===== src/rtl/core/hpl_pkg.sv =====
`timescale 1ns / 1ps
`default_nettype none
// ----------------------------------------------------------------------------
// hpl_pkg
// Shared widths, register indexes, reset values and command types for the
// heater PWM limiter with i2t budget.
// ----------------------------------------------------------------------------
package hpl_pkg;

    localparam int HPL_SAMPLE_COUNT = 64;

    localparam int DUTY_W     = 10;
    localparam int ENERGY_W   = 26;
    localparam int TEMP_W     = 15;
    localparam int FAC_W      = 9;
    localparam int PER_W      = 16;
    localparam int SQ_W       = 20;
    localparam int ROOT_W     = 13;
    localparam int QUO_W      = 16;
    localparam int DVD_W      = ENERGY_W + 10;
    localparam int CFG_IDX_W  = 3;
    localparam int CFG_DATA_W = 26;

    localparam logic [DUTY_W-1:0] PERMILLE_FULL = 10'd1000;
    localparam logic [FAC_W-1:0]  Q08_ONE       = 9'd256;

    localparam logic [CFG_IDX_W-1:0] CFG_HARD_MAX_DUTY    = 3'd0;
    localparam logic [CFG_IDX_W-1:0] CFG_MAX_ENERGY       = 3'd1;
    localparam logic [CFG_IDX_W-1:0] CFG_TEMP_THRESHOLD   = 3'd2;
    localparam logic [CFG_IDX_W-1:0] CFG_DERATE_FACTOR    = 3'd3;
    localparam logic [CFG_IDX_W-1:0] CFG_REDUCTION_FACTOR = 3'd4;
    localparam logic [CFG_IDX_W-1:0] CFG_PWM_PERIOD       = 3'd5;
    localparam logic [CFG_IDX_W-1:0] CFG_SAMPLE_INTERVAL  = 3'd6;

    localparam logic [DUTY_W-1:0]        RST_HARD_MAX_DUTY    = 10'd1000;
    localparam logic [ENERGY_W-1:0]      RST_MAX_ENERGY       = 26'd10000000;
    localparam logic signed [TEMP_W-1:0] RST_TEMP_THRESHOLD   = 15'sd2500;
    localparam logic [FAC_W-1:0]         RST_DERATE_FACTOR    = 9'd205;
    localparam logic [FAC_W-1:0]         RST_REDUCTION_FACTOR = 9'd128;
    localparam logic [PER_W-1:0]         RST_PWM_PERIOD       = 16'd1000;
    localparam logic [PER_W-1:0]         RST_SAMPLE_INTERVAL  = 16'd100;
    localparam logic signed [TEMP_W-1:0] RST_STORED_TEMP      = 15'sd300;

    typedef enum logic [1:0] {
        DIV_REQ = 2'd0,
        DIV_ON  = 2'd1,
        DIV_USE = 2'd2
    } div_sel_t;

    typedef struct packed {
        logic     accept;
        logic     ring_rd;
        logic     ring_wr;
        logic     budget;
        logic     cmp;
        logic     sq_step;
        logic     limit;
        logic     div_start;
        div_sel_t div_sel;
        logic     lat_applied;
        logic     lat_on;
        logic     lat_use;
        logic     use_full;
        logic     load_out;
    } hpl_cmd_t;

    typedef struct packed {
        logic sample_due;
        logic sq_done;
        logic div_busy;
        logic use_div;
        logic out_busy;
    } hpl_stat_t;

    function automatic logic [DUTY_W-1:0] sat_permille(input logic [DUTY_W-1:0] v);
        return (v > PERMILLE_FULL) ? PERMILLE_FULL : v;
    endfunction

    function automatic logic [FAC_W-1:0] sat_q08(input logic [FAC_W-1:0] v);
        return (v > Q08_ONE) ? Q08_ONE : v;
    endfunction

endpackage
`default_nettype wire


===== src/rtl/core/hpl_div.sv =====
`timescale 1ns / 1ps
`default_nettype none
// ----------------------------------------------------------------------------
// hpl_div
// Restoring divider, one quotient bit per cycle. Expects the quotient to fit
// in QUO_W bits (dividend below divisor shifted left by QUO_W).
// ----------------------------------------------------------------------------
module hpl_div
    import hpl_pkg::*;
(
    input  wire logic                clk,
    input  wire logic                rst_n,
    input  wire logic                start,
    input  wire logic [DVD_W-1:0]    dividend,
    input  wire logic [ENERGY_W-1:0] divisor,
    output logic                     busy,
    output logic [QUO_W-1:0]         quotient
);
    localparam int CNT_W = $clog2(QUO_W + 1);

    logic             busy_reg;
    logic [CNT_W-1:0] cnt_reg;
    logic [ENERGY_W-1:0] rem_reg;
    logic [ENERGY_W-1:0] dsr_reg;
    logic [QUO_W-1:0]    low_reg;
    logic [QUO_W-1:0]    quo_reg;
    logic [ENERGY_W:0]   trial;
    logic                take;

    assign trial = {rem_reg, low_reg[QUO_W-1]};
    assign take  = (trial >= {1'b0, dsr_reg});

    always_ff @(posedge clk or negedge rst_n)
    begin
        if (!rst_n)
        begin
            busy_reg <= 1'b0;
            cnt_reg  <= '0;
        end
        else if (start)
        begin
            busy_reg <= 1'b1;
            cnt_reg  <= CNT_W'(QUO_W);
        end
        else if (busy_reg)
        begin
            cnt_reg <= cnt_reg - 1'b1;
            if (cnt_reg == CNT_W'(1))
                busy_reg <= 1'b0;
        end
    end

    always_ff @(posedge clk)
    begin
        if (start)
        begin
            rem_reg <= ENERGY_W'(dividend[DVD_W-1:QUO_W]);
            low_reg <= dividend[QUO_W-1:0];
            dsr_reg <= divisor;
            quo_reg <= '0;
        end
        else if (busy_reg)
        begin
            rem_reg <= take ? ENERGY_W'(trial - {1'b0, dsr_reg}) : trial[ENERGY_W-1:0];
            low_reg <= {low_reg[QUO_W-2:0], 1'b0};
            quo_reg <= {quo_reg[QUO_W-2:0], take};
        end
    end

    assign busy     = busy_reg;
    assign quotient = quo_reg;
endmodule
`default_nettype wire


===== src/rtl/core/hpl_datapath.sv =====
`timescale 1ns / 1ps
`default_nettype none
// ----------------------------------------------------------------------------
// hpl_datapath
// Configuration registers, sample ring, i2t sum, root unit, reciprocal scaling,
// usage divider operands and the result register.
// ----------------------------------------------------------------------------
module hpl_datapath
    import hpl_pkg::*;
#(
    parameter int SAMPLE_COUNT = HPL_SAMPLE_COUNT
)
(
    input  wire logic                     clk,
    input  wire logic                     rst_n,
    input  wire logic                     cfg_we,
    input  wire logic [CFG_IDX_W-1:0]     cfg_index,
    input  wire logic [CFG_DATA_W-1:0]    cfg_wdata,
    input  wire logic [DUTY_W-1:0]        desired_power,
    input  wire logic                     temp_update,
    input  wire logic signed [TEMP_W-1:0] temp_value,
    input  wire logic                     out_ready,
    output logic                          out_valid,
    output logic                          heater_on,
    output logic [DUTY_W-1:0]             applied_power,
    output logic                          energy_limiting,
    output logic [DUTY_W-1:0]             energy_use,
    input  wire hpl_cmd_t                 cmd,
    output hpl_stat_t                     stat
);
    localparam int IDX_W = $clog2(SAMPLE_COUNT);
    localparam int SUM_W = $clog2(SAMPLE_COUNT * 1000000 + 1);
    localparam int CW    = ((SUM_W > ENERGY_W) ? SUM_W : ENERGY_W) + 4;
    localparam logic [IDX_W-1:0] LAST_IDX = IDX_W'(SAMPLE_COUNT - 1);
    localparam logic [ENERGY_W-1:0] ROOT_BIT0 = ENERGY_W'(1) << (ENERGY_W - 2);
    // floor(x / 1000) = (x * RECIP_1000) >> RECIP_SHIFT for any x below 2^32
    localparam int          RECIP_SHIFT = 38;
    localparam logic [28:0] RECIP_1000  = 29'd274877907;
    localparam int          PROD_W      = ENERGY_W + 29;

    // configuration
    logic [DUTY_W-1:0]        duty_reg;
    logic [ENERGY_W-1:0]      maxe_reg;
    logic signed [TEMP_W-1:0] thr_reg;
    logic [FAC_W-1:0]         dfac_reg;
    logic [FAC_W-1:0]         rfac_reg;
    logic [PER_W-1:0]         period_reg;
    logic [PER_W-1:0]         interval_reg;

    // tick state
    logic [IDX_W-1:0]         idx_reg;
    logic                     wrapped_reg;
    logic [SUM_W-1:0]         sum_reg;
    logic [PER_W-1:0]         timer_reg;
    logic [PER_W-1:0]         window_reg;
    logic [DUTY_W-1:0]        last_reg;
    logic signed [TEMP_W-1:0] temp_reg;
    logic                     known_reg;
    logic                     due_reg;

    // per-tick working values
    logic [DUTY_W-1:0]   desired_reg;
    logic [SQ_W-1:0]     sq_reg;
    logic [SQ_W-1:0]     rd_reg;
    logic [ENERGY_W-1:0] budget_reg;
    logic                lt80_reg, gt80_reg, gt90_reg, ge_reg;
    logic [ENERGY_W-1:0] x_reg, res_reg, bit_reg;
    logic [DUTY_W-1:0]   limit_reg;
    logic [DUTY_W-1:0]   applied_reg;
    logic [QUO_W-1:0]    on_reg;
    logic [DUTY_W-1:0]   use_reg;
    logic [ENERGY_W-1:0] num_reg;

    // result register
    logic                out_valid_reg;
    logic                heater_reg;
    logic [DUTY_W-1:0]   out_applied_reg;
    logic                out_limit_reg;
    logic [DUTY_W-1:0]   out_use_reg;

    logic [SQ_W-1:0] ring_mem [SAMPLE_COUNT];

    logic [PER_W:0]      timer_inc, window_inc;
    logic                due_now;
    logic [CW-1:0]       sum_x, bud_x, sum10, bud8, bud9;
    logic [ENERGY_W:0]   rb;
    logic [21:0]         reduced;
    logic [ROOT_W:0]     lim_pre;
    logic [2*FAC_W+ENERGY_W-1:0] derated;
    logic [DVD_W-1:0]    dvd;
    logic [ENERGY_W-1:0] dsr;
    logic                div_busy;
    logic                div_go;
    logic [QUO_W-1:0]    div_quo;
    logic [PROD_W-1:0]   recip_prod;
    logic [QUO_W-1:0]    recip_quo;
    logic [QUO_W-1:0]    quo;

    assign timer_inc  = {1'b0, timer_reg} + 1'b1;
    assign window_inc = {1'b0, window_reg} + 1'b1;
    assign due_now    = (timer_inc >= {1'b0, interval_reg});

    assign sum_x = CW'(sum_reg);
    assign bud_x = CW'(budget_reg);
    assign sum10 = (sum_x << 3) + (sum_x << 1);
    assign bud8  = bud_x << 3;
    assign bud9  = (bud_x << 3) + bud_x;

    assign rb      = {1'b0, res_reg} + {1'b0, bit_reg};
    assign reduced = 22'(res_reg[ROOT_W-1:0]) * 22'(sat_q08(rfac_reg));
    assign lim_pre = gt90_reg ? reduced[ROOT_W+8:8] : {1'b0, res_reg[ROOT_W-1:0]};
    assign derated = (2*FAC_W+ENERGY_W)'(maxe_reg) * (2*FAC_W+ENERGY_W)'(sat_q08(dfac_reg));

    // request and on-time scale by 1/1000 through the reciprocal; only the
    // usage ratio runs on the divider
    assign recip_prod = PROD_W'(num_reg) * PROD_W'(RECIP_1000);
    assign recip_quo  = recip_prod[RECIP_SHIFT+QUO_W-1:RECIP_SHIFT];
    assign div_go     = cmd.div_start && (cmd.div_sel == DIV_USE);
    assign quo        = (cmd.div_sel == DIV_USE) ? div_quo : recip_quo;

    // config writes
    always_ff @(posedge clk or negedge rst_n)
    begin
        if (!rst_n)
        begin
            duty_reg     <= RST_HARD_MAX_DUTY;
            maxe_reg     <= RST_MAX_ENERGY;
            thr_reg      <= RST_TEMP_THRESHOLD;
            dfac_reg     <= RST_DERATE_FACTOR;
            rfac_reg     <= RST_REDUCTION_FACTOR;
            period_reg   <= RST_PWM_PERIOD;
            interval_reg <= RST_SAMPLE_INTERVAL;
        end
        else if (cfg_we)
        begin
            case (cfg_index)
                CFG_HARD_MAX_DUTY:    duty_reg     <= cfg_wdata[DUTY_W-1:0];
                CFG_MAX_ENERGY:       maxe_reg     <= cfg_wdata[ENERGY_W-1:0];
                CFG_TEMP_THRESHOLD:   thr_reg      <= cfg_wdata[TEMP_W-1:0];
                CFG_DERATE_FACTOR:    dfac_reg     <= cfg_wdata[FAC_W-1:0];
                CFG_REDUCTION_FACTOR: rfac_reg     <= cfg_wdata[FAC_W-1:0];
                CFG_PWM_PERIOD:       period_reg   <= cfg_wdata[PER_W-1:0];
                CFG_SAMPLE_INTERVAL:  interval_reg <= cfg_wdata[PER_W-1:0];
                default: ;
            endcase
        end
    end

    // state carried from tick to tick
    always_ff @(posedge clk or negedge rst_n)
    begin
        if (!rst_n)
        begin
            idx_reg       <= '0;
            wrapped_reg   <= 1'b0;
            sum_reg       <= '0;
            timer_reg     <= '0;
            window_reg    <= '0;
            last_reg      <= '0;
            temp_reg      <= RST_STORED_TEMP;
            known_reg     <= 1'b0;
            due_reg       <= 1'b0;
            out_valid_reg <= 1'b0;
        end
        else
        begin
            if (cmd.accept)
            begin
                if (temp_update)
                begin
                    temp_reg  <= temp_value;
                    known_reg <= 1'b1;
                end
                due_reg    <= due_now;
                timer_reg  <= due_now ? '0 : timer_inc[PER_W-1:0];
                window_reg <= (window_inc >= {1'b0, period_reg}) ? '0 : window_inc[PER_W-1:0];
            end
            if (cmd.ring_wr)
            begin
                // slots not yet written in the first lap count as zero
                sum_reg     <= sum_reg - SUM_W'(wrapped_reg ? rd_reg : '0) + SUM_W'(sq_reg);
                idx_reg     <= (idx_reg == LAST_IDX) ? '0 : idx_reg + 1'b1;
                wrapped_reg <= wrapped_reg | (idx_reg == LAST_IDX);
            end
            if (cmd.lat_applied)
                last_reg <= (quo < QUO_W'(limit_reg)) ? quo[DUTY_W-1:0] : limit_reg;
            if (cmd.load_out)
                out_valid_reg <= 1'b1;
            else if (out_ready)
                out_valid_reg <= 1'b0;
        end
    end

    // sample ring
    always_ff @(posedge clk)
    begin
        if (cmd.ring_rd)
            rd_reg <= ring_mem[idx_reg];
        if (cmd.ring_wr)
            ring_mem[idx_reg] <= sq_reg;
    end

    // per-tick datapath
    always_ff @(posedge clk)
    begin
        if (cmd.accept)
        begin
            desired_reg <= sat_permille(desired_power);
            sq_reg      <= SQ_W'(last_reg) * SQ_W'(last_reg);
        end
        if (cmd.budget)
        begin
            if (known_reg && (temp_reg > thr_reg))
                budget_reg <= derated[ENERGY_W+7:8];
            else
                budget_reg <= maxe_reg;
        end
        if (cmd.cmp)
        begin
            lt80_reg <= (sum10 < bud8);
            gt80_reg <= (sum10 > bud8);
            gt90_reg <= (sum10 > bud9);
            ge_reg   <= (sum_x >= bud_x);
            x_reg    <= ENERGY_W'(bud_x - sum_x);
            res_reg  <= '0;
            bit_reg  <= ROOT_BIT0;
        end
        if (cmd.sq_step)
        begin
            if ({1'b0, x_reg} >= rb)
            begin
                x_reg   <= x_reg - rb[ENERGY_W-1:0];
                res_reg <= (res_reg >> 1) + bit_reg;
            end
            else
                res_reg <= res_reg >> 1;
            bit_reg <= bit_reg >> 2;
        end
        if (cmd.limit)
        begin
            if (lt80_reg)
                limit_reg <= PERMILLE_FULL;
            else if (ge_reg)
                limit_reg <= '0;
            else if (lim_pre > (ROOT_W+1)'(PERMILLE_FULL))
                limit_reg <= PERMILLE_FULL;
            else
                limit_reg <= lim_pre[DUTY_W-1:0];
        end
        if (cmd.div_start)
            num_reg <= dvd[ENERGY_W-1:0];
        if (cmd.lat_applied)
            applied_reg <= (quo < QUO_W'(limit_reg)) ? quo[DUTY_W-1:0] : limit_reg;
        if (cmd.lat_on)
            on_reg <= quo;
        if (cmd.lat_use)
            use_reg <= quo[DUTY_W-1:0];
        else if (cmd.use_full)
            use_reg <= PERMILLE_FULL;
        if (cmd.load_out)
        begin
            heater_reg      <= (window_reg < on_reg);
            out_applied_reg <= applied_reg;
            out_limit_reg   <= gt80_reg;
            out_use_reg     <= use_reg;
        end
    end

    // divider operands
    always_comb
    begin
        case (cmd.div_sel)
            DIV_REQ:
            begin
                dvd = DVD_W'(desired_reg) * DVD_W'(sat_permille(duty_reg));
                dsr = ENERGY_W'(PERMILLE_FULL);
            end
            DIV_ON:
            begin
                dvd = DVD_W'(period_reg) * DVD_W'(applied_reg);
                dsr = ENERGY_W'(PERMILLE_FULL);
            end
            default:
            begin
                dvd = DVD_W'(sum_x) * DVD_W'(PERMILLE_FULL);
                dsr = budget_reg;
            end
        endcase
    end

    hpl_div u_div (
        .clk      (clk),
        .rst_n    (rst_n),
        .start    (div_go),
        .dividend (dvd),
        .divisor  (dsr),
        .busy     (div_busy),
        .quotient (div_quo)
    );

    assign stat.sample_due = due_reg;
    assign stat.sq_done    = (bit_reg == '0);
    assign stat.div_busy   = div_busy;
    assign stat.use_div    = (budget_reg != '0) && !ge_reg;
    assign stat.out_busy   = out_valid_reg && !out_ready;

    assign out_valid       = out_valid_reg;
    assign heater_on       = heater_reg;
    assign applied_power   = out_applied_reg;
    assign energy_limiting = out_limit_reg;
    assign energy_use      = out_use_reg;
endmodule
`default_nettype wire


===== config.mk =====
export PLATFORM = sky130hd
export DESIGN_NAME = hpl_datapath
export DESIGN_NICKNAME = d
export VERILOG_FILES = /design/src/rtl/core/hpl_pkg.sv /design/src/rtl/core/hpl_div.sv /design/src/rtl/core/hpl_datapath.sv
export SDC_FILE = /design/constraint.sdc
export NUM_CORES = 2
export LEC_CHECK = 0
export BUFFER_PORTS_ARGS = -buffer_cell sky130_fd_sc_hd__clkbuf_2
export CORE_MARGIN = 3
export CORE_UTILIZATION = 60
export DETAILED_ROUTE_END_ITERATION = 6
export PLACE_DENSITY = 0.75
export SYNTH_ARGS = -nofsm -noshare
export SYNTH_HDL_FRONTEND = slang
export SYNTH_SLANG_ARGS = --single-unit

===== constraint.sdc =====
create_clock -name clk -period 15.97 [get_ports clk]
set_clock_uncertainty 0.2 [all_clocks]
set_input_delay 3.194 -clock clk [delete_from_list [all_inputs] [get_ports clk]]
set_output_delay 3.194 -clock clk [all_outputs]
set_load 0.02 [all_outputs]

==> out/metrics.csv <==
metric,value,unit
crit share post-route,61.3,%
Max Cap Viol,0,
Routed Antenna Nets,0,
DP Area,115000,um2
Core Footprint,184000,um2
max-slew violations,0,
"Reg clk slew, reported paths",0.06,ns
Slowest cell on crit path,edfxtp_1,
Synth async-reset ratio,11.5,%
CP peak stage delay,0.63,ns
Multi-input gate area,55000,um2
H-tree Lvls,4,
shortest period the worst path allows,9.79,ns
Unique masters post-synth,87,
Post-CTS Setup Inserts,0,
Synth Warn #,0,
normalized max-slew margin,10.4,%
dpl hpwl,206,mm
largest net degree at the start of global routing,119,
Crit Path Max Fanout,10,
worst setup margin,6.18,ns
Setup CP Type,reg2reg,
Fmax achieved,102,MHz
layout cell share with drive strength beyond 1,8.90,%
Sequential cell area,50700,um2
first-pass GRT wire length,460,mm
status,"complete, but fails checks",
Layout area overhead,8.66,%
Resized cells post-CTS,0,
nets,11300,
antenna violations before repair,12,
RSZ-0062 raised after global routing,no,
Worst Hold Class,reg2reg,
Sink Count,1737,
Skew-Pair Late Insertion Delay,0.87,ns
CTS tree,yes,
Root Buffer,clkbuf_16,
Required @ worst endpoint,16.46,ns
filler cell count,13700,
failing checks,design-rule violations,
Inserted Clock Buffers,176,
fin area,122000,um2
"Seq/Total Area, Yosys",45.3,%
Final Setup Violations,0,
Ports,102,
Seq cells post-synth,1737,
global route overflow,0,
Final GP Congestion,0.944,
worst hold slack,0.219,ns
Mapped Nets,11200,
TNS Setup,0,ns
Port Buf Inserts,101,
Vias/cell,6.21,
Die Width,438,um
crit path DAT,10.28,ns
Post-synth EDFFs,1488,
aggregate routed wire length,300,mm
max reg flops,1216,
Mapped Cells,9432,
DR pass1 iterations,7,
initial core utilization,60.7,%
Mapped Area,112000,um2
CP Capture Type,register,
Placement Setup Slack,6.24,ns
CTS Buffer Depth,3,
Biggest register,ring_mem,
Initial DRC Count,7613,
via count,75300,
type of origin of the critical path,register,
Routed wire per std cell,24.8,um
Worst Tran Pin Value,1.34,ns
vias in the first global route,77700,
die extent in y,438,um
syn avg cell area,11.9,um2
# rows,157,
Synth Flop Type,edfxtp_1,
cell repeated most along the worst path,fa_1,
die area,192000,um2
final hold violation count,0,
# DRC,1,
# hold bufs at CTS,0,
Total GRT Usage,31.5,%
## cell usage after synthesis (43+ instances only)
library cell  instances  share of area (%)
a221oi_1            130                1.0
nand2b_1             62               0.35
and2_1              268                1.5
inv_1              1311                4.4
a21oi_1             323                1.4
xnor2_1             215                1.7
edfxtp_1           1488                 40
nor4_1               43               0.24
o21a_1               64               0.43
a22oi_1             368                2.5
a31oi_1             164               0.92
nand4_1              88               0.49
mux2i_1              65               0.58
nand3_1             104               0.47
a22o_1              134                1.0
mux2_2              163                1.6
nor2_1              338                1.1
nand2_1             703                2.4
fa_1                804                 14
nor3_1               61               0.27
o21ai_0             213               0.95
ha_1                909                 10
and3_1               59               0.33
dfxtp_1              49               0.88
xor2_1              122               0.96
a21o_1              135               0.91
clkbuf_1            340                1.1
nor2b_1              91               0.51
dfrtp_1             162                3.6
## per-layer routing
layer	track usage, %	part of all wire (%)
met1	40.4	38
met2	52.4	49
met3	5.03	7.8
met4	15.3	5.4
met5	0	0.017
## metrics by stage
stage	std cells	utilization, %
after global placement	11800	62.7
after floorplan	9432	-
after detailed placement	11800	62.7
after CTS	12100	66.0
after global routing	12100	66.0
final	12100	66.0
## area by class of cell
cell class / instances / share of cell area (%)
sequential: 1737 / 41.7
multi-input combinational: 5999 / 45.3
tap: 2464 / 2.54
inverter: 1313 / 4.05
clock inverter: 110 / 1.16
antenna: 14 / 0.0288
clock buffer: 215 / 3.79
timing repair buffer: 259 / 1.45
## logic make-up (layout without fill, tap and decap cells)
| kind of cell | Yosys count | after routing | synth area share (%) |
|---|---|---|---|
| simple gates | 1927 | 1927 | 8.38 |
| fa+ha+maj | 1713 | 1713 | 24.6 |
| mux | 228 | 228 | 2.22 |
| compound gates | 1793 | 1793 | 11.2 |
| other cells | 1 | 15 | 0.00335 |
| buf+inv | 1696 | 1897 | 5.70 |
| flops | 1737 | 1737 | 45.3 |
| xor+xnor | 337 | 337 | 2.64 |
## path summary, 6_finish.rpt
| check | start | to | slack [ns] | cells past startpoint |
|---|---|---|---|---|
| worst max-delay path | num_reg[17] | last_reg[8] | 6.18 | 28 |
| worst min-delay path | use_reg[7] | energy_use[7] | 0.22 | 0 |
| worst max register to register | num_reg[17] | last_reg[8] | 6.18 | 28 |
| worst min register to register | use_reg[7] | energy_use[7] | 0.22 | 0 |
| max in group asynchronous | rst_n | last_reg[8] | 11.83 | 2 |
| min in group asynchronous | rst_n | thr_reg[1] | 2.26 | 1 |
## cells in the final DEF, fill, tap and decap left out, types with 134 or more instances in the layout
cell          n
a31oi_1     164
xnor2_1     215
buf_4       153
a22oi_1     368
ha_1        909
mux2_2      163
nor2_1      273
and2_1      267
inv_1      1310
dfrtp_1     162
clkbuf_16   178
a21oi_1     323
a21o_1      135
nand2_1     703
edfxtp_1   1488
o21ai_0     213
a22o_1      134
fa_1        804
## critical path: cells and delay by family (launching register included)
kind,cells,cell delay [ns]
fa+ha+maj,9,4.22
compound gates,7,2.19
simple gates,7,1.48
mux,2,0.69
flops,1,0.63
xor+xnor,1,0.16
buf+inv,2,0.09
Power is left out: the tool's default activity adds up to more than one toggle a clock period on the data nets, which glitch-free logic cannot reach.
