`src/rtl/core/hpl_pkg.sv`:
```
`timescale 1ns / 1ps
`default_nettype none
// ----------------------------------------------------------------------------
// hpl_pkg
// Shared widths, register indexes, reset values and command types for the
// heater PWM limiter with i2t budget.
// ----------------------------------------------------------------------------
package hpl_pkg;

    localparam int HPL_SAMPLE_COUNT = 64;

    localparam int DUTY_W     = 10;
    localparam int ENERGY_W   = 26;
    localparam int TEMP_W     = 15;
    localparam int FAC_W      = 9;
    localparam int PER_W      = 16;
    localparam int SQ_W       = 20;
    localparam int ROOT_W     = 13;
    localparam int QUO_W      = 16;
    localparam int DVD_W      = ENERGY_W + 10;
    localparam int CFG_IDX_W  = 3;
    localparam int CFG_DATA_W = 26;

    localparam logic [DUTY_W-1:0] PERMILLE_FULL = 10'd1000;
    localparam logic [FAC_W-1:0]  Q08_ONE       = 9'd256;

    localparam logic [CFG_IDX_W-1:0] CFG_HARD_MAX_DUTY    = 3'd0;
    localparam logic [CFG_IDX_W-1:0] CFG_MAX_ENERGY       = 3'd1;
    localparam logic [CFG_IDX_W-1:0] CFG_TEMP_THRESHOLD   = 3'd2;
    localparam logic [CFG_IDX_W-1:0] CFG_DERATE_FACTOR    = 3'd3;
    localparam logic [CFG_IDX_W-1:0] CFG_REDUCTION_FACTOR = 3'd4;
    localparam logic [CFG_IDX_W-1:0] CFG_PWM_PERIOD       = 3'd5;
    localparam logic [CFG_IDX_W-1:0] CFG_SAMPLE_INTERVAL  = 3'd6;

    localparam logic [DUTY_W-1:0]        RST_HARD_MAX_DUTY    = 10'd1000;
    localparam logic [ENERGY_W-1:0]      RST_MAX_ENERGY       = 26'd10000000;
    localparam logic signed [TEMP_W-1:0] RST_TEMP_THRESHOLD   = 15'sd2500;
    localparam logic [FAC_W-1:0]         RST_DERATE_FACTOR    = 9'd205;
    localparam logic [FAC_W-1:0]         RST_REDUCTION_FACTOR = 9'd128;
    localparam logic [PER_W-1:0]         RST_PWM_PERIOD       = 16'd1000;
    localparam logic [PER_W-1:0]         RST_SAMPLE_INTERVAL  = 16'd100;
    localparam logic signed [TEMP_W-1:0] RST_STORED_TEMP      = 15'sd300;

    typedef enum logic [1:0] {
        DIV_REQ = 2'd0,
        DIV_ON  = 2'd1,
        DIV_USE = 2'd2
    } div_sel_t;

    typedef struct packed {
        logic     accept;
        logic     ring_rd;
        logic     ring_wr;
        logic     budget;
        logic     cmp;
        logic     sq_step;
        logic     limit;
        logic     div_start;
        div_sel_t div_sel;
        logic     lat_applied;
        logic     lat_on;
        logic     lat_use;
        logic     use_full;
        logic     load_out;
    } hpl_cmd_t;

    typedef struct packed {
        logic sample_due;
        logic sq_done;
        logic div_busy;
        logic use_div;
        logic out_busy;
    } hpl_stat_t;

    function automatic logic [DUTY_W-1:0] sat_permille(input logic [DUTY_W-1:0] v);
        return (v > PERMILLE_FULL) ? PERMILLE_FULL : v;
    endfunction

    function automatic logic [FAC_W-1:0] sat_q08(input logic [FAC_W-1:0] v);
        return (v > Q08_ONE) ? Q08_ONE : v;
    endfunction

endpackage
`default_nettype wire

```
`src/rtl/core/hpl_ctrl.sv`:
```
`timescale 1ns / 1ps
`default_nettype none
// ----------------------------------------------------------------------------
// hpl_ctrl
// Tick sequencer: sample update, budget, root, two or three divide steps, result load.
// ----------------------------------------------------------------------------
module hpl_ctrl
    import hpl_pkg::*;
(
    input  wire logic      clk,
    input  wire logic      rst_n,
    input  wire logic      in_valid,
    output logic           in_ready,
    input  wire hpl_stat_t stat,
    output hpl_cmd_t       cmd
);
    typedef enum logic [9:0] {
        S_IDLE  = 10'b0000000001,
        S_RD    = 10'b0000000010,
        S_UPD   = 10'b0000000100,
        S_BUD   = 10'b0000001000,
        S_CMP   = 10'b0000010000,
        S_SQRT  = 10'b0000100000,
        S_LIM   = 10'b0001000000,
        S_DIVGO = 10'b0010000000,
        S_DIVWT = 10'b0100000000,
        S_FIN   = 10'b1000000000
    } state_t;

    state_t   state_reg, state_next;
    div_sel_t sel_reg, sel_next;

    always_ff @(posedge clk or negedge rst_n)
    begin
        if (!rst_n)
        begin
            state_reg <= S_IDLE;
            sel_reg   <= DIV_REQ;
        end
        else
        begin
            state_reg <= state_next;
            sel_reg   <= sel_next;
        end
    end

    always_comb
    begin
        cmd         = '0;
        cmd.div_sel = sel_reg;
        state_next  = state_reg;
        sel_next    = sel_reg;
        case (state_reg)
            S_IDLE:
            begin
                if (in_valid)
                begin
                    cmd.accept = 1'b1;
                    state_next = S_RD;
                end
            end
            S_RD:
            begin
                cmd.ring_rd = 1'b1;
                state_next  = stat.sample_due ? S_UPD : S_BUD;
            end
            S_UPD:
            begin
                cmd.ring_wr = 1'b1;
                state_next  = S_BUD;
            end
            S_BUD:
            begin
                cmd.budget = 1'b1;
                state_next = S_CMP;
            end
            S_CMP:
            begin
                cmd.cmp    = 1'b1;
                state_next = S_SQRT;
            end
            S_SQRT:
            begin
                if (stat.sq_done)
                    state_next = S_LIM;
                else
                    cmd.sq_step = 1'b1;
            end
            S_LIM:
            begin
                cmd.limit  = 1'b1;
                sel_next   = DIV_REQ;
                state_next = S_DIVGO;
            end
            S_DIVGO:
            begin
                cmd.div_start = 1'b1;
                state_next    = S_DIVWT;
            end
            S_DIVWT:
            begin
                if (!stat.div_busy)
                begin
                    case (sel_reg)
                        DIV_REQ:
                        begin
                            cmd.lat_applied = 1'b1;
                            sel_next        = DIV_ON;
                            state_next      = S_DIVGO;
                        end
                        DIV_ON:
                        begin
                            cmd.lat_on = 1'b1;
                            if (stat.use_div)
                            begin
                                sel_next   = DIV_USE;
                                state_next = S_DIVGO;
                            end
                            else
                            begin
                                cmd.use_full = 1'b1;
                                state_next   = S_FIN;
                            end
                        end
                        default:
                        begin
                            cmd.lat_use = 1'b1;
                            state_next  = S_FIN;
                        end
                    endcase
                end
            end
            S_FIN:
            begin
                if (!stat.out_busy)
                begin
                    cmd.load_out = 1'b1;
                    state_next   = S_IDLE;
                end
            end
            default:
            begin
                state_next = S_IDLE;
            end
        endcase
    end

    assign in_ready = (state_reg == S_IDLE);
endmodule
`default_nettype wire

```
`config.mk`:
```
export PLATFORM = sky130hd
export DESIGN_NAME = hpl_ctrl
export DESIGN_NICKNAME = d
export VERILOG_FILES = /design/src/rtl/core/hpl_pkg.sv /design/src/rtl/core/hpl_ctrl.sv
export SDC_FILE = /design/constraint.sdc
export NUM_CORES = 1
export LEC_CHECK = 0
export CAP_MARGIN = 40
export CORE_UTILIZATION = 35
export CTS_CLUSTER_DIAMETER = 150
export DETAILED_ROUTE_END_ITERATION = 10
export DONT_BUFFER_PORTS = 1
export SLEW_MARGIN = 20
export SYNTH_ARGS = -nofsm -noshare
export SYNTH_HDL_FRONTEND = slang
export SYNTH_SLANG_ARGS = --single-unit
```
`constraint.sdc`:
```
create_clock -name clk -period 5.42 [get_ports clk]
set_clock_uncertainty 0.15 [all_clocks]
set_input_delay 0.271 -clock clk [delete_from_list [all_inputs] [get_ports clk]]
set_output_delay 0.271 -clock clk [all_outputs]
set_load 0.005 [all_outputs]
```
==> run_results.csv, run 1 <==
group,metric,value,unit
run_status,status,"completed",
flow_run,cap_violations,0,
worst_setup_path,r2r-start,"state_reg[1]$_DFFE_PN0P_",
yosys,yosysUniqueCellTypes,36,
yosys,netlist_instances,92,
timing,slew_violations,0,
worst_setup_path,worstSetupPathType,"reg2out",
clocking,clock_sinks,12,
worst_setup_path,cp-end-kind,"output pin",
worst_setup_path,cp.depth,4,
routing,drt_wl_total,1.69,mm
worst_setup_path,cp_top_family,"simple AND/OR/NAND/NOR gates",
place,portBuffers,0,
yosys,yosys_warnings,0,
timing,whs,41.2,ps
global_route,grt_pass1_vias,669,
worst_setup_path,r2r_end,"sel_reg[0]$_DFFE_PN0P_",
min_path,min_path_cells,2,
layout,syn_to_final_growth,11.7,%
worst_setup_path,cpPeakStageDelay,540,ps
layout,layout-drive-gt1-share,0.112,
routing,drt_iter0_drc,8,
layout,stdcell_count,125,
timing,fin_tns_setup,0,ps
timing,rsz0062_at_grt,"false",
place,dpl.hpwl,1.23,mm
die,top_level_ports,24,
yosys,ys_async_sr_fraction,1.00,
clocking,htreeDepth,1,
clocking,cts_tree,"yes",
yosys,synth_area,791,um2
layout,largest_reg_flops,10,
clocking,postCtsResizedCells,0,
timing,setup_viol,0,
global_route,grt-ovfl-total,0,
global_route,antenna_found_initial,0,
layout,diodes,0,
place,place_inst,117,
power,vdd_drop_max,169,uV
layout,layout_common_cells,"nor2_1, dfrtp_1, nand2_1",
die,die_w,49.5,um
worst_setup_path,worst-endpoint-required,5000,ps
power,power_density,321,nW/um2
yosys,ys_ff_latch,12,
worst_setup_path,reg2reg_depth,5,
clocking,clkSlewWorstSetupHoldPaths,80,ps
routing,final_antenna_net_count,0,
layout,fin_nets,107,
global_route,grt_pass1_wl,2.81,mm
timing,final.min_clock_period,2490,ps
die,die-area,2450,um2
yosys,synth_flop_cell,"dfrtp_1",
clocking,cts_setup_buffers,0,
place,routabilityCongestion,0.826,
clocking,ctsLongestPathBuffers,2,
timing,max_freq,402,MHz
worst_setup_path,path_buf_inv,0,
worst_setup_path,cp_slowest_cell,"or4_4",
die,die_y,49.5,um
die,rows,16,
yosys,synth-edff-count,0,
layout,multiInputGateArea,474,um2
worst_setup_path,critPathCapture,"cmd[1]",
clocking,cts_buffers,3,
worst_setup_path,critical_path.max_fanout,8,
timing,worstMarginPinSlew,560,ps
routing,vias_per_cell,5.61,
routing,first_pass_iters,4,
worst_setup_path,critPathLaunchType,"flop",
worst_setup_path,cp_cell_sequence,"nor4_4 -> nand2_2 -> or4_4 -> nor3_1",
min_path,hold_class,"in2reg",
yosys,synth_fp_nets,100,
clocking,clockRootBuffer,"clkbuf_4",
timing,hold_viol_final,0,
routing,drc,0,
yosys,ys_seq_area_frac,0.381,
routing,via_count,701,
timing,fin_crit_sh,0.459,
worst_setup_path,worst-endpoint-arrival,2060,ps
die,core_area,2040,um2
layout,fillers,216,
layout,regArea,302,um2
worst_setup_path,rrSetupSlack,3310,ps
die,start_util,0.387,
global_route,grt_max_degree,13,
timing,relSlewSlack,0.625,
routing,wl_per_cell,13.6,um
clocking,cts_hold_buf,4,
layout,layout_commonest_cell,"nor2_1",
yosys,avgSynthCellArea,8.60,um2
worst_setup_path,cp-startpoint,"state_reg[1]$_DFFE_PN0P_",
global_route,grtUsageTotal,0.150,
clocking,clock_latency,270,ps
power,leakagePower,0.354,nW
## cell families (layout without fill, tap and decap cells)
family                 after synthesis  after routing  synth area share
AND/OR/NAND/NOR                     57             57             0.427
AO/OA/AOI/OAI                       16             16             0.136
flip-flops                          12             12             0.381
buffers and inverters                4             10            0.0190
XOR/XNOR                             2              2            0.0222
multiplexers                         1              1            0.0142
## Yosys cell counts, types with 3 or more instances
master,count,area (um2)
and2_1,3,18.8
nor2_1,15,56.3
nand3b_1,3,22.5
nor4_1,5,31.3
o21ai_0,4,20.0
nand2b_1,3,18.8
nor3_1,5,25.0
dfrtp_1,11,275
nand2_1,8,30.0
## worst min path at each step
| stage | startpoint | endpoint | slack [ps] |
|---|---|---|---|
| 4_1_cts | stat[0] | state_reg[9]$_DFFE_PN0P_ | 40 |
| 3_3_place_gp | rst_n | state_reg[8]$_DFFE_PN0P_ | -170 |
| 2_1_floorplan | rst_n | sel_reg[0]$_DFFE_PN0P_ | -170 |
| 6_report | stat[1] | state_reg[7]$_DFFE_PN0P_ | 40 |
| 5_1_grt | stat[0] | state_reg[9]$_DFFE_PN0P_ | 40 |
| 3_5_place_dp | rst_n | state_reg[9]$_DFFE_PN0P_ | -170 |
## power by group
part,switching [W],total (W),internal [W]
clock,0.0000307,0.0000592,0.0000285
combinational,0.0000588,0.000100,0.0000415
sequential,0.0000213,0.000124,0.000103
total,0.000111,0.000284,0.000173
## per-layer routing
layer	GRT usage	wire, um	vias to the layer above
met4	0.0857	36	0
met5	0	0	-
met1	0.184	780	341
met3	0.0216	44	4
met2	0.250	833	8
li1	-	-	348
## area by class of cell
| class | count | share of cell area |
|---|---|---|
| Clock buffer | 4 | 0.0297 |
| Inverter | 2 | 0.00850 |
| Timing Repair Buffer | 4 | 0.0453 |
| Sequential cell | 12 | 0.341 |
| Tap cell | 27 | 0.0382 |
| Multi-Input combinational cell | 76 | 0.537 |
## stage by stage
stage / setup slack (ps) / utilization / total power (W) / instance area, um2
3_3_place_gp: 3270 / 0.400 / 0.000220 / 817
6_report: 2930 / 0.433 / 0.000284 / 883
2_1_floorplan: 3370 / - / 0.000202 / 791
3_5_place_dp: 3240 / 0.400 / 0.000222 / 817
4_1_cts: 2920 / 0.433 / 0.000287 / 883
5_1_grt: 2810 / 0.433 / 0.000305 / 883
No activity file was read; power rests on OpenSTA's default activity.
==> run 2: changes to the inputs <==
==> constraint.sdc (replaced) <==
create_clock -name clk -period 2.2 [get_ports clk]
set_clock_uncertainty 0.15 [all_clocks]
set_input_delay 0.11 -clock clk [delete_from_list [all_inputs] [get_ports clk]]
set_output_delay 0.11 -clock clk [all_outputs]
set_load 0.005 [all_outputs]
==> run_results.csv, run 2 (synthesis results as in run 1) <==
group,metric,value,unit
run_status,status,"completed",
layout,fillers,187,
global_route,grt_pass1_wl,3.06,mm
layout,layout_commonest_cell,"nor2_1",
routing,final_antenna_net_count,0,
layout,diodes,0,
routing,drt_wl_total,1.86,mm
layout,largest_reg_flops,10,
routing,wl_per_cell,13.5,um
clocking,clock_sinks,12,
clocking,clkSlewWorstSetupHoldPaths,80,ps
die,die_w,49.5,um
clocking,cts_tree,"yes",
timing,fin_tns_setup,0,ps
timing,relSlewSlack,0.625,
die,top_level_ports,24,
clocking,clock_latency,270,ps
layout,fin_util,0.502,
worst_setup_path,reg2reg_depth,6,
timing,whs,14.8,ps
global_route,grt-ovfl-total,0,
clocking,cts_buffers,3,
min_path,min_path_cells,3,
die,rows,16,
layout,layout-drive-gt1-share,0.245,
die,start_util,0.387,
worst_setup_path,critical_path.max_fanout,6,
die,die_y,49.5,um
flow_run,cap_violations,0,
layout,layout_common_cells,"nor2_1, dfrtp_1, buf_4",
layout,fin_nets,119,
place,routabilityCongestion,0.788,
timing,max_freq,461,MHz
global_route,antenna_found_initial,0,
clocking,ctsLongestPathBuffers,2,
routing,first_pass_iters,4,
die,die-area,2450,um2
worst_setup_path,critPathLaunchType,"flop",
clocking,clockRootBuffer,"clkbuf_4",
timing,finalWorstSetupSlack,31.3,ps
power,vdd_drop_max,502,uV
global_route,grt_pass1_vias,724,
clocking,htreeDepth,1,
power,leakagePower,0.424,nW
timing,hold_viol_final,0,
timing,setup_viol,0,
timing,rsz0062_at_grt,"true",
place,dpl.hpwl,1.32,mm
global_route,grtUsageTotal,0.163,
timing,worstMarginPinSlew,561,ps
routing,drc,0,
routing,drt_iter0_drc,16,
power,power_density,802,nW/um2
layout,syn_to_final_growth,29.6,%
global_route,grt_max_degree,13,
worst_setup_path,worst-endpoint-required,1940,ps
worst_setup_path,cp-end-kind,"output pin",
timing,fin_crit_sh,0.986,
routing,via_count,754,
min_path,hold_class,"in2reg",
worst_setup_path,worstSetupPathType,"reg2out",
timing,slew_violations,0,
place,portBuffers,0,
place,dp_slack,175,ps
routing,vias_per_cell,5.50,
worst_setup_path,worst-endpoint-arrival,1910,ps
timing,final.min_clock_period,2170,ps
die,core_area,2040,um2
## run 2: metal layers
layer,global-route usage,part of all wire
met1,0.210,0.46
met4,0.0857,0.012
met3,0.0216,0.022
met5,0,0
met2,0.264,0.50
## run 2: worst max-delay path, stage by stage (launching register included)
cell and delay, ps:
dfrtp_2 450, nor4_2 270, buf_4 170, nand2_4 60
or4_4 550, nor3_4 150
## run 2: where the power goes
group	switching [W]	total, W	leakage [nW]	internal (W)
combinational	0.000184	0.000349	0.244	0.000165
sequential	0.0000411	0.000295	0.159	0.000254
clock	0.0000767	0.000177	0.0210	0.000101
## run 2: final timing paths
kind                                       endpoint  slack [ps]                     start
hold / removal               sel_reg[0]$_DFFE_PN0P_          10                   stat[1]
hold reg to reg            state_reg[0]$_DFFE_PN1P_         440  state_reg[0]$_DFFE_PN1P_
max in group asynchronous  state_reg[4]$_DFFE_PN0P_        1390                     rst_n
setup / recovery                             cmd[1]          30  state_reg[4]$_DFFE_PN0P_
min in group asynchronous  state_reg[8]$_DFFE_PN0P_         110                     rst_n
setup reg to reg           state_reg[9]$_DFFE_PN0P_         100  state_reg[5]$_DFFE_PN0P_
## run 2: final cells by class
type / instances / area (um2) / area share
Multi-Input combinational cell: 76 / 507 / 0.495
Clock buffer: 4 / 36.3 / 0.0354
Sequential cell: 12 / 303 / 0.295
Timing Repair Buffer: 16 / 138 / 0.134
Tap cell: 27 / 33.8 / 0.0330
Inverter: 2 / 7.51 / 0.00733
## run 2: stage by stage
stage	instance area [um2]	total power, W	cells
2_1_floorplan	791	0.000498	92
3_5_place_dp	870	0.000594	124
5_1_grt	1020	0.000870	137
4_1_cts	995	0.000792	136
6_report	1020	0.000822	137
3_3_place_gp	870	0.000588	124
## run 2: timing repair
action                                  CTS  global route
setup buffers                             1             1
hold endpoints to repair                 23             0
gates resized for setup                   2             6
hold buffers                              7             0
endpoints found under the setup margin    3             4
pin swaps                                 0             0
==> run 3: changes to the inputs <==
--- a/config.mk
+++ b/config.mk
@@ -6,6 +6,7 @@
 export NUM_CORES = 1
 export LEC_CHECK = 0
 export CAP_MARGIN = 40
+export CORE_ASPECT_RATIO = 1.25
 export CORE_UTILIZATION = 35
 export CTS_CLUSTER_DIAMETER = 150
 export DETAILED_ROUTE_END_ITERATION = 10
==> run_results.csv, run 3 (synthesis results as in run 1) <==
group,metric,value,unit
routing,via_count,743,
clocking,clockRootBuffer,"clkbuf_4",
timing,max_freq,470,MHz
place,dpl.hpwl,1.36,mm
layout,largest_reg_flops,10,
worst_setup_path,critPathLaunchType,"flop",
timing,fin_crit_sh,0.968,
global_route,grt-ovfl-total,0,
clocking,ctsLongestPathBuffers,2,
die,die_w,44.5,um
place,dp_slack,155,ps
worst_setup_path,worst-endpoint-required,1940,ps
die,top_level_ports,24,
worst_setup_path,worstSetupPathType,"reg2out",
clocking,clock_latency,280,ps
worst_setup_path,cp-end-kind,"output pin",
clocking,clock_sinks,12,
layout,layout-drive-gt1-share,0.222,
routing,drt_wl_total,1.85,mm
min_path,worstHoldStart,"stat[1]",
timing,worstMarginPinSlew,574,ps
place,routabilityCongestion,0.745,
run_status,status,"completed",
timing,fin_tns_setup,0,ps
global_route,grt_pass1_wl,2.99,mm
layout,fillers,213,
worst_setup_path,r2r-start,"state_reg[4]$_DFFE_PN0P_",
die,die-area,2450,um2
clocking,htreeDepth,1,
routing,final_antenna_net_count,0,
worst_setup_path,worst-endpoint-arrival,1870,ps
layout,layout_common_cells,"nor2_1, dfrtp_1, nand2_1",
layout,multiInputGateArea,499,um2
die,rows,18,
routing,drc,0,
clocking,clkSlewWorstSetupHoldPaths,80,ps
power,vdd_drop_max,317,uV
global_route,antenna_found_initial,0,
timing,setup_viol,0,
timing,rsz0062_at_grt,"false",
layout,regArea,304,um2
clocking,cts_tree,"yes",
global_route,grt_pass1_vias,722,
layout,diodes,0,
place,portBuffers,0,
clocking,cts_buffers,3,
timing,finalWorstSetupSlack,70.3,ps
global_route,grtUsageTotal,0.173,
layout,fin_nets,117,
routing,drt_iter0_drc,5,
worst_setup_path,critical_path.max_fanout,6,
flow_run,cap_violations,0,
global_route,grt_max_degree,13,
routing,wl_per_cell,13.4,um
min_path,hold_class,"in2reg",
layout,layout_commonest_cell,"nor2_1",
die,core_area,2050,um2
die,die_y,55.1,um
routing,vias_per_cell,5.38,
layout,syn_to_final_growth,27.4,%
worst_setup_path,cp-startpoint,"state_reg[5]$_DFFE_PN0P_",
die,start_util,0.386,
power,power_density,796,nW/um2
timing,slew_violations,0,
timing,relSlewSlack,0.616,
power,leakagePower,0.416,nW
timing,hold_viol_final,0,
routing,first_pass_iters,3,
timing,final.min_clock_period,2130,ps
## run 3: cell count changes in the layout (fill, tap and decap cells not counted)
cell / delta
buf_4: -2
dfrtp_1: -1
dfrtp_2: +1
nand2_1: +1
nand2_4: -1
nor2_1: +1
nor2_2: -1
nor3_2: +1
nor3_4: -1
nor4_2: -1
nor4_4: +1
## run 3: worst paths after layout
check                                           end  slack (ps)  depth (start not counted)
setup / recovery                             cmd[1]          70                          4
min in group asynchronous  state_reg[2]$_DFFE_PN0P_         110                          1
max in group asynchronous  state_reg[5]$_DFFE_PN0P_        1390                          1
setup reg to reg           state_reg[9]$_DFFE_PN0P_         130                          5
hold / removal               sel_reg[0]$_DFFE_PN0P_           6                          3
hold reg to reg            state_reg[0]$_DFFE_PN1P_         420                          2
## run 3: worst max-delay path, cell delays in order, from the launching register on
cell	delay [ps]
dfrtp_2	460
nor4_4	340
nand2_2	100
or4_4	530
nor3_2	160
## run 3: metrics by stage
step	instances	hold WS [ps]	area, um2	util	power (W)
6_report	138	5.88	1010	0.491	0.000801
4_1_cts	138	6.72	986	0.481	0.000796
3_5_place_dp	127	-335	873	0.426	0.000596
2_1_floorplan	92	-336	791	-	0.000498
5_1_grt	138	5.48	1010	0.491	0.000865
3_3_place_gp	127	-335	873	0.426	0.000591
## run 3: cell type report
type                       count  share of cell area
inverter                       2             0.00745
sequential                    12               0.302
timing repair buffer          14               0.122
tap                           30              0.0373
multi-input combinational     76               0.496
clock buffer                   4              0.0360
## run 3: per-layer routing
metal	wire length [um]	part of all wire	vias to the layer above	global-route usage
met1	792	0.43	350	0.190
met4	37	0.020	0	0.0909
met3	98	0.053	5	0.0390
met5	0	0	-	0
met2	920	0.50	21	0.309
li1	-	-	367	-
## run 3: what timing repair did
item                       CTS  global route
hold buffers                 7             0
setup endpoints to repair    2             4
hold endpoints to repair    23             0
cloned                       0             0
gates resized for setup      1             5
buffers inserted             0             0
## run 3: power by group
part	internal, W	leakage [nW]	total [W]	switching, W
Combinational	0.000150	0.237	0.000320	0.000170
Sequential	0.000255	0.157	0.000298	0.0000434
Clock	0.000101	0.0210	0.000183	0.0000823
Total	0.000506	0.416	0.000801	0.000296
